File: src/rtl/cie94_pkg.sv
// shared constants, types and codes for the cie94 colour difference block
`default_nettype none

package cie94_pkg;

	// fixed-point formats
	localparam int FRACTION_BITS = 8;
	localparam int CHROMA_FRAC   = 15;
	localparam int WEIGHT_FRAC   = 26;
	localparam int SUM_FRAC      = 14;
	localparam int PROD_SHIFT    = CHROMA_FRAC + WEIGHT_FRAC - SUM_FRAC;

	// weighting numerator: 1000 scaled to chroma units, and the divider dividend
	localparam logic [63:0] WEIGHT_TOP = 64'd1000 << (FRACTION_BITS + CHROMA_FRAC);
	localparam logic [63:0] WEIGHT_NUM = WEIGHT_TOP << WEIGHT_FRAC;
	localparam int          DEN_W      = 39;

	// pipeline geometry
	localparam int SQRT_STAGES = 32;
	localparam int BACK_DEPTH  = 3 * SQRT_STAGES + 7;
	localparam int QUEUE_DEPTH = 4;
	localparam int QUEUE_AW    = 2;

	// result limit
	localparam logic [16:0] DIFF_MAX = 17'h1FFFF;

	// register index of the weighting mode
	localparam logic REG_MODE = 1'b0;

	// weighting constants in thousandths
	localparam logic [5:0] KC_GRAPHIC = 6'd45;
	localparam logic [5:0] KC_TEXTILE = 6'd48;
	localparam logic [5:0] KH_GRAPHIC = 6'd15;
	localparam logic [5:0] KH_TEXTILE = 6'd14;

	typedef enum logic {
		MODE_GRAPHIC = 1'b0,
		MODE_TEXTILE = 1'b1
	} mode_t;

	// one classified request as held in the queue
	typedef struct packed {
		mode_t       mode;
		logic [15:0] mag_a1;
		logic [15:0] mag_b1;
		logic [15:0] mag_a2;
		logic [15:0] mag_b2;
		logic [15:0] mag_da;
		logic [15:0] mag_db;
		logic [14:0] mag_dl;
	} item_t;

endpackage

`default_nettype wire

File: src/rtl/cie94_front.sv
// front end: takes requests, forms magnitudes and differences, queues them
`default_nettype none

module cie94_front (
	input  logic                clk,
	input  logic                arst_n,
	input  cie94_pkg::mode_t    mode,
	input  logic                pair_valid,
	output logic                pair_stall,
	input  logic [14:0]         first_lightness,
	input  logic signed [15:0]  first_green_red,
	input  logic signed [15:0]  first_blue_yellow,
	input  logic [14:0]         second_lightness,
	input  logic signed [15:0]  second_green_red,
	input  logic signed [15:0]  second_blue_yellow,
	input  logic                pop,
	output logic                head_valid,
	output cie94_pkg::item_t    head
);
	import cie94_pkg::*;

	function automatic logic [15:0] mag16(input logic signed [15:0] v);
		return v[15] ? 16'(-v) : v;
	endfunction

	function automatic logic [15:0] mag17(input logic signed [16:0] v);
		logic [16:0] n;
		n = 17'(-v);
		return v[16] ? n[15:0] : v[15:0];
	endfunction

	item_t                item;
	logic signed [16:0]   diff_a;
	logic signed [16:0]   diff_b;
	item_t                mem_q [QUEUE_DEPTH];
	logic [QUEUE_AW-1:0]  wr_ptr_q;
	logic [QUEUE_AW-1:0]  rd_ptr_q;
	logic [QUEUE_AW:0]    count_q;
	logic                 push;

	// classify: magnitudes and differences of the two colours
	assign diff_a = {first_green_red[15], first_green_red}
		- {second_green_red[15], second_green_red};
	assign diff_b = {first_blue_yellow[15], first_blue_yellow}
		- {second_blue_yellow[15], second_blue_yellow};

	always_comb begin
		item.mode   = mode;
		item.mag_a1 = mag16(first_green_red);
		item.mag_b1 = mag16(first_blue_yellow);
		item.mag_a2 = mag16(second_green_red);
		item.mag_b2 = mag16(second_blue_yellow);
		item.mag_da = mag17(diff_a);
		item.mag_db = mag17(diff_b);
		item.mag_dl = (first_lightness >= second_lightness)
			? first_lightness - second_lightness
			: second_lightness - first_lightness;
	end

	// queue handshake
	assign pair_stall = (count_q == (QUEUE_AW+1)'(QUEUE_DEPTH));
	assign push       = pair_valid && !pair_stall;
	assign head_valid = (count_q != '0);
	assign head       = mem_q[rd_ptr_q];

	// queue storage
	always_ff @(posedge clk) begin
		if (push) begin
			mem_q[wr_ptr_q] <= item;
		end
	end

	// queue pointers and fill
	always_ff @(posedge clk or negedge arst_n) begin
		if (!arst_n) begin
			wr_ptr_q <= '0;
			rd_ptr_q <= '0;
			count_q  <= '0;
		end else begin
			if (push) begin
				wr_ptr_q <= wr_ptr_q + 1'b1;
			end
			if (pop) begin
				rd_ptr_q <= rd_ptr_q + 1'b1;
			end
			if (push && !pop) begin
				count_q <= count_q + 1'b1;
			end else if (pop && !push) begin
				count_q <= count_q - 1'b1;
			end
		end
	end

endmodule

`default_nettype wire

File: config.mk
export PLATFORM = sky130hd
export DESIGN_NAME = cie94_front
export DESIGN_NICKNAME = d
export VERILOG_FILES = /design/src/rtl/cie94_pkg.sv /design/src/rtl/cie94_front.sv
export SDC_FILE = /design/constraint.sdc
export NUM_CORES = 1
export LEC_CHECK = 0
export BUFFER_PORTS_ARGS = -buffer_cell sky130_fd_sc_hd__buf_2
export CORE_AREA = 2 2 210 264
export CTS_BUF_LIST = sky130_fd_sc_hd__clkbuf_8
export DETAILED_ROUTE_END_ITERATION = 12
export DIE_AREA = 0 0 212 266
export PLACE_DENSITY = 0.64
export SLEW_MARGIN = 20
export SYNTH_ARGS = -nofsm -noshare
export SYNTH_HDL_FRONTEND = slang
export SYNTH_SLANG_ARGS = --single-unit
export TNS_END_PERCENT = 1
File: constraint.sdc
create_clock -name clk -period 10.7 [get_ports clk]
set_clock_uncertainty 0.2 [all_clocks]
set_input_delay 1.07 -clock clk [delete_from_list [all_inputs] [get_ports clk]]
set_output_delay 1.07 -clock clk [all_outputs]
set_load 0.03 [all_outputs]
# Word-level counts from Yosys, hierarchy flattened
# Memory sizes are Yosys's and may differ from the RTL's.
# Index checks and enable logic that the tools add are counted.
word_totals:
  reg_bits: 7
  latch_bits: 0
  mem_bits_rw: 448
  romBits: 0
  in_bits: 99
  output_inout_bits: 114
  elab_cells: 39
  mem_count: 1
memory_table:
  columns: ["memory", "words", "width", "read_ports", "rd_ports_with_merged_regs", "wr", "line", "source"]
  rows:
  - ["mem_q", 4, 112, 1, 0, 1, "cie94_front.sv:35", "item_t mem_q [QUEUE_DEPTH];"]
op_classes:
  addsub: 14
  multipliers: 0
  div: 0
  magnitude_cmp: 1
  eq_ne: 1
  shifts: 0
  muxes: 11
  bitwise: 0
  n_reduce_logical: 8
op_table:
  columns: ["operator", "n"]
  rows:
  - ["16-bit two-way mux", 6]
  - ["16-bit negator", 6]
  - ["16-bit by 16-bit subtractor with 17-bit output", 2]
  - ["15-bit subtractor", 2]
  - ["15-bit >= comparator", 1]
  - ["15-bit two-way mux", 1]
  - ["3-bit two-way mux", 2]
  - ["2-bit by 1-bit adder with 2-bit output, second input constant", 2]
  - ["3-bit by 1-bit adder with 3-bit output, second input constant", 1]
  - ["3-bit equality test, second input constant", 1]
  - ["1-bit logical AND", 3]
  - ["1-bit logical NOT", 3]
  - ["3-bit nonzero test", 1]
  - ["3-bit by 1-bit subtractor with 3-bit output, second input constant", 1]
  - ["1-bit two-way mux", 2]
  - ["2-bit nonzero test", 1]

# Logic depth before layout (Yosys ltp)
logic_depth:
  word_depth: 7
  ltp_mapped: 14

# Worst setup path after synthesis
# OpenSTA, ideal clock, no wires.
synth_path:
  kind: "in2reg"
  start: "input port pair_valid"
  end: "memory mem_q[0][0] (netlist name), enable pin"
  arrival_time_ns: 4.030
  required_time_ns: 10.016
  slack_ns: 5.986
  stages: 3
  path_cell_list: "nor2b_1 -> clkbuf_1 -> and2_1"
synth_between:
  elab_chain_cells: 3
synth_rtl:
  columns: ["item", "line", "source"]
  rows:
  - ["from (decl)", "cie94_front.sv:8", "input logic pair_valid,"]
  - ["1-bit logical AND", "cie94_front.sv:62", "assign push = pair_valid && !pair_stall;"]
  - ["via push", "cie94_front.sv:39", "logic push;"]
  - ["1-bit two-way mux", "cie94_front.sv:68", "if (push) begin"]
  - ["1-bit two-way mux (implied by the code)", "cie94_front.sv:69", "mem_q[wr_ptr_q] <= item;"]
  - ["to (decl)", "cie94_front.sv:35", null]
# The timed path passes the listed nets, and every way through them passes these cells.

==> results.md <==
* Post-CTS Resized at 0
* GP Congestion at 0.868
* PwrDens at 260 nW/um2
* Status: completed
* Die width at 212 um
* Post-synth top flop: edfxtp_1
* R2R cell count at 5
* TritonCTS clock tree: built
* Synth Area in Compound Gates at 6.77%
* Die area at 56400 um2
* Adder-cell area share of the yosys netlist at 4.68%
* Core Area at 54200 um2
* Final nets at 1761
* Inserted Clock Buffers at 75
* Crit Reg-Reg Endpoint: mem_q[1][84]
* EDFF count, synth at 448
* Input/output buffers at 212
* Boundary Pins at 213
* Hold Fails Final Rpt at 0
* Post-DR wirelength/cell at 21.2 um
* Final Cycle Share at 41.0%
* Commonest cells after routing, fill and taps aside: edfxtp_1, buf_2, mux4_2
* Post-synthesis mux area share at 12.2%
* Syn Nets at 1510
* Asr flop ratio synth at 1.54%
* Fin util at 45.4%
* Die Height at 266 um
* Critical path class: reg -> out
* Longest Clk Path Bufs at 3
* Syn Inst Count at 1334
* Clk root buf: clkbuf_8
* Crit end category: output port
* Grt ovf at 0
* FF-to-FF Start: count_q[2]
* Num rows at 96
* Netlist cell types at 76
* Leak pwr at 0.00885 uW
* Clock Pin Slew Worst Setup and Hold Paths at 0.05 ns
* Hold Crit Class: in -> async
* Tmin final at 4.39 ns
* IR drop worst, VDD at 0.358 mV
* Worst Tran Pin Value at 1.01 ns
* Most common cell after layout, fill and taps aside: edfxtp_1
* Crit Path Max Fanout at 82
* CP Launch Type: register
* XOR/XNOR share of the synthesized area at 4.99%
* Largest family of logic cells by synthesized area: multiplexers
* # setup viols final at 0
* Via count at 12500
* Initial antenna violation count at 7
* RSZ-0062 raised after global routing: no
* Setup TNS Final at 0 ns
* Iteration-0 DRC count of the detailed router at 802
* Post-route DRC at 0
* FF+latch count, synth at 455
* Vias in the first global route at 13000
* Post-Synth Simple-Gate Area at 4.96%
* Post-route ant nets at 0
* First-pass GRT wire length at 75500 um
* Seq/Total Area, Yosys at 63.7%
* Post-CTS setup buffers at 0
* Global Route Usage Sum at 18.0%
* Worst path required time at 9.43 ns
* HPWL Detailed at 33400 um
* Mapped cell area at 21400 um2
* CTS H-tree lvls at 3
* Starting Density at 39.5%
* First-pass detailed-route iteration total at 5
* Maxcap violations at 0
* Fmax at 228 MHz
* Mapped Avg Cell Area at 16.0 um2
* Worst Path Arrival at 3.12 ns
* Hold buffer count at CTS at 0
* Routed vias/inst at 5.28
* Largest net degree at the start of global routing at 83
* Clock sinks at 455
* Max Slew Vio Count at 0
* Hold WS at 0.0676 ns
* Area grow syn2layout at 15.1%
* Worst-Skew Late Latency at 0.63 ns
* Reg-to-reg slack, setup at 7.08 ns
* Worst slew margin at 32.8%
* Total wire length at 50300 um
* Synth warnings at 0
* Layout cells sized above 1 at 27.5%
==> critical path, stage by stage (launching register included) <==
cell and delay [ns]:
dfrtp_4 0.88, buf_12 0.56, mux4_2 0.67, buf_2 0.21
==> sequential cells by signal, indices dropped and copies added, names as in the netlist <==
signal and cells:
count_q 3, mem_q 448, rd_ptr_q 2, wr_ptr_q 2
==> worst max path at each step <==
stage / from / end / slack [ns] / depth (start not counted)
final: rd_ptr_q[0] / head[94] / 6.31 / 3
after global routing: rd_ptr_q[0] / head[94] / 6.03 / 3
after CTS: rd_ptr_q[0] / head[94] / 6.12 / 3
after detailed placement: first_lightness[11] / mem_q[1][10] / 5.98 / 12
after global placement: first_green_red[0] / mem_q[0][46] / 6.08 / 14
after floorplan: pair_valid / mem_q[0][0] / 5.99 / 3
==> cells in the mapped netlist, drive strengths merged (3+ instances only) <==
cell type / number / share of area [%]
nand2: 56 / 0.98
xor2: 25 / 1.1
edfxtp: 448 / 63
o21bai: 7 / 0.25
and3: 5 / 0.15
buf: 26 / 0.63
nand4: 6 / 0.18
a211oi: 6 / 0.21
mux2i: 7 / 0.33
ha: 72 / 4.2
fa: 5 / 0.47
or2: 4 / 0.13
nor2b: 13 / 0.38
nand3: 16 / 0.37
or4: 6 / 0.21
nand4b: 3 / 0.12
a21oi: 53 / 1.3
nor2: 41 / 0.72
xnor2: 96 / 3.9
mux4: 112 / 12
inv: 92 / 1.6
o211ai: 12 / 0.44
o31ai: 19 / 0.67
o41ai: 8 / 0.33
a21o: 18 / 0.64
o21ai: 50 / 1.2
clkbuf: 21 / 0.37
dfrtp: 7 / 0.82
and2: 8 / 0.24
o21a: 9 / 0.32
a31oi: 11 / 0.32
nor3: 13 / 0.41
or3: 6 / 0.18
nand2b: 8 / 0.23
nor4: 8 / 0.23
nor3b: 3 / 0.11
==> where the power goes <==
part	switching [uW]	leakage, uW	total [uW]	internal (uW)
combinational	1560	0.00389	2390	825
sequential	135	0.00421	2590	2450
clock	665	0.000748	1410	749
total	2360	0.00885	6390	4030
==> routing by layer <==
metal / part of all wire (%) / wire, um / up-vias / global-route usage (%)
met5: 0.087 / 44 / - / 0
met1: 40 / 20000 / 6345 / 21.4
met2: 52 / 26200 / 377 / 32.1
met4: 2.1 / 1040 / 8 / 6.32
met3: 6.0 / 3040 / 70 / 3.72
li1: - / - / 5716 / -
==> cell families (layout without fill, tap and decap cells) <==
kind of cell	after synthesis	in the layout
and+or+nand+nor	203	203
DFF	455	455
muxes	121	121
AOI/OAI and AO/OA	218	218
adders and majority gates	77	77
other	0	5
buffers and inverters	139	434
xor gates and xnor gates	121	121
==> layout make-up <==
class	instances	area, um2
Multi-Input combinational cell	740	7200
Antenna cell	5	12.5
Inverter	92	345
Fill cell	4847	29600
Sequential cell	455	13600
Clock inverter	42	259
Tap cell	735	920
Clock buffer	79	1090
Timing Repair Buffer	221	1140
==> stage by stage <==
step | cell area (um2) | total power (uW) | setup WS, ns | instances
2_1_floorplan | 21400 | 4330 | 5.99 | 1334
3_3_place_gp | 23200 | 5040 | 6.08 | 2243
3_5_place_dp | 23200 | 5080 | 5.98 | 2243
4_1_cts | 24600 | 6510 | 6.12 | 2364
5_1_grt | 24600 | 6720 | 6.03 | 2367
6_report | 24600 | 6390 | 6.31 | 2369
No activity file was read; power rests on OpenSTA's default activity.
